<file path="src/rtl/core/chained_range_remap_min_defines.svh">
// assertion macros for the remap chain
// no dependencies; included by the top level
`ifndef CHAINED_RANGE_REMAP_MIN_DEFINES_SVH
`define CHAINED_RANGE_REMAP_MIN_DEFINES_SVH

`ifndef ASSERT_OFF
`define CRRM_ASSERT(lbl, clk, rst, prop) \
   lbl: assert property (@(posedge clk) disable iff (rst) prop) \
      else $error("assertion failed");
`define CRRM_ASSERT_NEVER(lbl, clk, rst, cond) \
   lbl: assert property (@(posedge clk) disable iff (rst) !(cond)) \
      else $error("forbidden condition seen");
`else
`define CRRM_ASSERT(lbl, clk, rst, prop)
`define CRRM_ASSERT_NEVER(lbl, clk, rst, cond)
`endif

`endif

</file>
<file path="src/rtl/core/crrm_pkg.sv">
// shared types and constants for the remap chain
// no dependencies; used by every module of the block
package crrm_pkg;

   localparam int NUM_STAGES        = 7;
   localparam int WINDOWS_PER_STAGE = 32;
   localparam int WIN_IDX_W         = (WINDOWS_PER_STAGE > 1) ? $clog2(WINDOWS_PER_STAGE) : 1;
   localparam int STAGE_W           = 3;
   localparam int SLOT_W            = 5;
   localparam int DATA_W            = 32;

   typedef enum logic {
      CMD_WRITE = 1'b0,
      CMD_SEED  = 1'b1
   } cmd_type;

   typedef struct packed {
      cmd_type             cmd;
      logic [STAGE_W-1:0]  stage;
      logic [SLOT_W-1:0]   slot;
      logic [DATA_W-1:0]   dest_start;
      logic [DATA_W-1:0]   src_start;
      logic [DATA_W-1:0]   span;
      logic [DATA_W-1:0]   seed_value;
      logic                last_seed;
   } req_type;

   typedef struct packed {
      logic [DATA_W-1:0]   location;
      logic [DATA_W-1:0]   lowest_so_far;
      logic                run_done;
      logic                overlap_seen;
   } rsp_type;

   typedef struct packed {
      req_type             req;
      logic                multi;
   } cell_item_type;

endpackage

</file>
<file path="src/rtl/core/crrm_tail.sv">
// end of the chain: running minimum and result register
// depends on crrm_pkg
module crrm_tail (
   input  logic                     clock,
   input  logic                     reset,
   input  logic                     in_valid,
   input  crrm_pkg::cell_item_type  in_item,
   output logic                     adv,
   output logic                     rsp_valid,
   input  logic                     rsp_ready,
   output crrm_pkg::rsp_type        rsp_item
);
   import crrm_pkg::*;

   logic               rsp_valid_ff, rsp_valid_in;
   rsp_type            rsp_item_ff, rsp_item_in;
   logic [DATA_W-1:0]  min_ff, min_in;
   logic [DATA_W-1:0]  min_cand;
   logic               load;

   assign adv  = !rsp_valid_ff || rsp_ready;
   assign load = adv && in_valid && (in_item.req.cmd == CMD_SEED);

   always_comb begin
      min_cand = (in_item.req.seed_value < min_ff) ? in_item.req.seed_value : min_ff;
      min_in   = min_ff;
      if (load) begin
         min_in = in_item.req.last_seed ? '1 : min_cand;
      end
      rsp_valid_in = adv ? load : rsp_valid_ff;
      rsp_item_in.location      = in_item.req.seed_value;
      rsp_item_in.lowest_so_far = min_cand;
      rsp_item_in.run_done      = in_item.req.last_seed;
      rsp_item_in.overlap_seen  = in_item.multi;
   end

   always_ff @(posedge clock) begin
      if (reset) begin
         rsp_valid_ff <= 1'b0;
         min_ff       <= '1;
      end else begin
         rsp_valid_ff <= rsp_valid_in;
         min_ff       <= min_in;
      end
   end

   always_ff @(posedge clock) begin
      if (load) begin
         rsp_item_ff <= rsp_item_in;
      end
   end

   assign rsp_valid = rsp_valid_ff;
   assign rsp_item  = rsp_item_ff;

endmodule

</file>
<file path="config.mk">
export PLATFORM = sky130hd
export DESIGN_NAME = crrm_tail
export DESIGN_NICKNAME = d
export VERILOG_FILES = /design/src/rtl/core/chained_range_remap_min_defines.svh /design/src/rtl/core/crrm_pkg.sv /design/src/rtl/core/crrm_tail.sv
export SDC_FILE = /design/constraint.sdc
export NUM_CORES = 1
export LEC_CHECK = 0
export BUFFER_PORTS_ARGS = -buffer_cell sky130_fd_sc_hd__buf_2
export CORE_MARGIN = 1.5
export CORE_UTILIZATION = 43
export CTS_CLUSTER_SIZE = 28
export DETAILED_ROUTE_END_ITERATION = 10
export GPL_ROUTABILITY_DRIVEN = 1
export PLACE_DENSITY_LB_ADDON = 0.25
export SKIP_CTS_REPAIR_TIMING = 1
export SLEW_MARGIN = 20
export SYNTH_ARGS = -nofsm -noshare
export SYNTH_HDL_FRONTEND = slang
export SYNTH_SLANG_ARGS = --single-unit
</file>
<file path="constraint.sdc">
create_clock -name clock -period 3.6 [get_ports clock]
set_input_delay 0.54 -clock clock [delete_from_list [all_inputs] [get_ports clock]]
set_output_delay 0.54 -clock clock [all_outputs]
set_load 0.05 [all_outputs]
</file>
* Yosys cells after proc, flatten, opt, wreduce, memory -nomap -nowiden *
Cells that the tools add are included.

operators by class
  reduce and logical (&&, ||, !) cells = 4
  order comparisons = 1
  muxes and demuxes = 2

operator list
  operator             count
  $mux W32             2
  $lt A32 B32 Y1       1
  $logic_and A1 B1 Y1  2
  $logic_not A1 Y1     1
  $logic_or A1 B1 Y1   1

storage, ports and cells
  logic and storage cells = 13
  bits in registers = 99
  output and inout bits = 68
  input bits = 143

* Depth between registers and ports, before layout *
  depth in word-level cells = 4
  depth in mapped cells = 11
  depth with buffers taken out = 9

* Worst setup path after synthesis *
OpenSTA, ideal clock, no wires.

  path type = input to register
  start point = input port rsp_ready
  end point = register min_ff[0]
  setup time = 0.122 ns
  buffers on the path = 1
  arrival time = 3.246 ns
  data required time = 3.478 ns
  slack = 0.232 ns
  stages on the path = 5
  path through = nand2b_1 -> and2b_1 -> nand3_4 -> buf_6 -> o32a_1

on the way
  longest elaborated chain between the ends = 3

ends and longest elaborated chain
  element                            line             source
  start, declared                    crrm_tail.sv:10  input logic rsp_ready,
  $logic_or A1 B1 Y1                 crrm_tail.sv:21  assign adv = !rsp_valid_ff || rsp_ready;
  $logic_and A1 B1 Y1 (2 in series)  crrm_tail.sv:22  assign load = adv && in_valid && (in_item.req.cmd == CMD_SEED);
  net load                           crrm_tail.sv:19  logic load;
  end signal, assigned               crrm_tail.sv:43  min_ff <= min_in;
  end, declared                      crrm_tail.sv:17  logic [DATA_W-1:0] min_ff, min_in;

The timed path passes the listed nets, and every way through them passes these cells.
A chain may end at the register's enable or synchronous reset.

* Worst setup path in the final report *
  start point = register min_ff[7]
  end point = register min_ff[14]

on the way
  longest elaborated chain between the ends = 3

ends and longest elaborated chain
  element         line             source
  $lt A32 B32 Y1  crrm_tail.sv:25  min_cand = (in_item.req.seed_value < min_ff) ? in_item.req.seed_value : min_ff;
  $mux W32        crrm_tail.sv:25
  $mux W32        crrm_tail.sv:28  min_in = in_item.req.last_seed ? '1 : min_cand;

No other way between the ends.

==> results by group <==
Outcome
  • Outcome: finished, final reports clean

Clock tree
  • Cts bufs inserted: 9
  • Clock root cell: clkbuf_8
  • Clock transition at the registers of the reported paths: 0.10 ns
  • TritonCTS sink count: 99
  • Worst skew pair latency: 0.36 ns
  • CTS tree: done
  • Longest Clk Path Bufs: 2
  • H-tree levels: 3

STA
  • Fmax: 0.340 GHz
  • Min Tclk post-route: 2.94 ns
  • Fin crit share: 81.8%
  • Worst Max-Slew Pin Slew: 0.738 ns
  • Hold Slack: 0.356 ns
  • Slew Limit Fails: 0
  • RSZ-0062 raised after global routing: no
  • Slew headroom: 50.8%
  • Endpoints failing hold: 0
  • Worst clock skew: 0.00960 ns
  • # setup viols final: 0
  • Post-Route Setup TNS: 0 ns

Critical path
  • Data required, critical path: 3.85 ns
  • Setup crit end: min_ff[14]
  • CP Class: reg -> reg
  • CP Max Fanout: 32
  • CP endpoint kind: flip-flop
  • Worst R2R End: min_ff[14]
  • FF-to-FF Start: min_ff[7]
  • Reg2Reg Depth: 9
  • Data arrival, critical path: 3.19 ns
  • Crit path launch: min_ff[7]
  • Crit path launch type: flip-flop
  • Worst reg2reg setup slack: 0.66 ns

Routing
  • Post-route ant nets: 0
  • # DRC: 0
  • Post-Route WL: 8.33 mm
  • Vias/cell: 5.04
  • WL/cell: 14.7 µm
  • Pre-Repair DR Iteration Count: 6
  • DR iter-0 viols: 110
  • Via count: 2852

Yosys
  • Cell with the most instances after synthesis: edfxtp_1
  • Syn Area/Cell: 12.8 µm²
  • Register bit total from synthesis: 99
  • Netlist cell types: 32
  • Synthesized Nets: 500
  • Synth top area share: 47.4%
  • Sequential share of the synthesized area: 63.2%
  • Fraction of registers with async set/reset: 0%
  • Area leader, netlist: edfxtp_1
  • Yosys warns: 0
  • Synth top cells by count: edfxtp_1, nand2_1, o21ai_0, dfxtp_1, o32a_1
  • Post-synth EDFFs: 66
  • Primary FF master, synth: edfxtp_1
  • Synth Instances: 326
  • Main area contributors after synthesis: edfxtp_1, dfxtp_1, ha_1
  • Synthesized area: 4180 µm²

GRT
  • Global-route wire length before repair: 13.3 mm
  • Largest net degree at the start of global routing: 40
  • Grt ovf: 0
  • Total track usage: 17.1%
  • Initial antenna violation count: 0
  • Number of global-route vias before repair: 2690

Finish
  • Area grow syn2layout: 19.6%
  • Diodes inserted: 0
  • Share of cells above drive strength 1: 30.7%
  • Nets: 606

Job
  • MaxCap Viol Count: 0

Place
  • Port bufs: 106
  • RePlAce Congestion: 0.796
  • Dpl hpwl: 5.66 mm

Floorplan
  • Core region area: 9330 µm²
  • Initial Utilization: 44.9%
  • Total die area: 10300 µm²
  • # IOs: 211
  • Row count: 35
  • Die width: 102 µm
  • Chip height: 102 µm

Pwr
  • Leakage: 2.33 nW
  • Pwr Density: 455 nW/µm²
  • Worst vdd ir: 0.227 mV

Min path
  • Worst hold path type: in -> reg
-- power breakdown --
group	internal [W]	switching (W)	total (W)
clock network	0.000264	0.000398	0.000661
registers	0.00127	0.0000144	0.00128
logic	0.0000867	0.000244	0.000331
-- registers in the layout (all words and copies together), names as in the netlist --
register / count
rsp_item: 66
min_ff: 32
rsp_valid: 1
-- logic make-up after synthesis --
logic type / synth area share (%)
muxes: 0.269
buffers and inverters: 5.38
DFF: 63.2
AOI/OAI and AO/OA: 15.7
and+or+nand+nor: 6.22
adders and majority gates: 9.27
-- worst min-delay path by stage --
| stage | startpoint | end | slack, ns | cells past startpoint |
|---|---|---|---|---|
| 3_5_place_dp | min_ff[28] | min_ff[28] | 0.49 | 1 |
| 5_1_grt | in_item[0] | rsp_item[0] | 0.32 | 1 |
| 6_report | in_item[0] | rsp_item[0] | 0.36 | 1 |
| 4_1_cts | in_item[0] | rsp_item[0] | 0.33 | 1 |
| 2_1_floorplan | min_ff[10] | min_ff[10] | 0.47 | 1 |
| 3_3_place_gp | min_ff[10] | min_ff[10] | 0.48 | 1 |
-- cell usage in the layout, fill, tap and decap left out, types with 3 or more instances in the layout --
| cell | n |
|---|---|
| ha_1 | 31 |
| o32a_1 | 32 |
| a21oi_1 | 11 |
| edfxtp_1 | 66 |
| inv_6 | 3 |
| nand2_1 | 40 |
| nor2_1 | 5 |
| buf_4 | 6 |
| inv_1 | 31 |
| clkbuf_8 | 9 |
| dfxtp_1 | 33 |
| o21ai_0 | 34 |
| buf_2 | 106 |
| nand4_1 | 4 |
-- stage by stage --
step	total power (W)	cell area [µm²]	std cells	setup WS, ns	utilization, %
2_1_floorplan	0.00154	4180	326	0.232	-
3_3_place_gp	0.00164	4820	550	0.364	51.7
3_5_place_dp	0.00164	4820	550	0.337	51.7
4_1_cts	0.00231	5010	566	0.631	53.7
5_1_grt	0.00238	5010	566	0.465	53.7
6_report	0.00228	5010	566	0.655	53.7
-- layout make-up --
| type | count | area [µm²] |
|---|---|---|
| Inverter | 31 | 116 |
| Timing Repair Buffer | 112 | 576 |
| Tap cell | 129 | 161 |
| Clock buffer | 9 | 124 |
| Fill cell | 809 | 4320 |
| Multi-Input combinational cell | 179 | 1330 |
| Sequential cell | 99 | 2640 |
| Clock inverter | 7 | 58.8 |
-- per-layer routing --
| layer | wire length [µm] | global-route usage, % |
|---|---|---|
| met5 | 0 | 0 |
| met4 | 102 | 5.77 |
| met3 | 572 | 4.69 |
| met2 | 3500 | 25.4 |
| met1 | 4150 | 24.2 |
-- critical path, cell delays in order, from the launching register on --
cell      delay, ns
dfxtp_1        0.34
inv_1          0.06
ha_1           0.30
and2_1         0.20
a221oi_2       0.24
o21ai_1        0.13
a211o_1        0.36
a31oi_4        0.43
nand3_4        0.46
o32a_1         0.31
(Power assumes the default switching activity.)
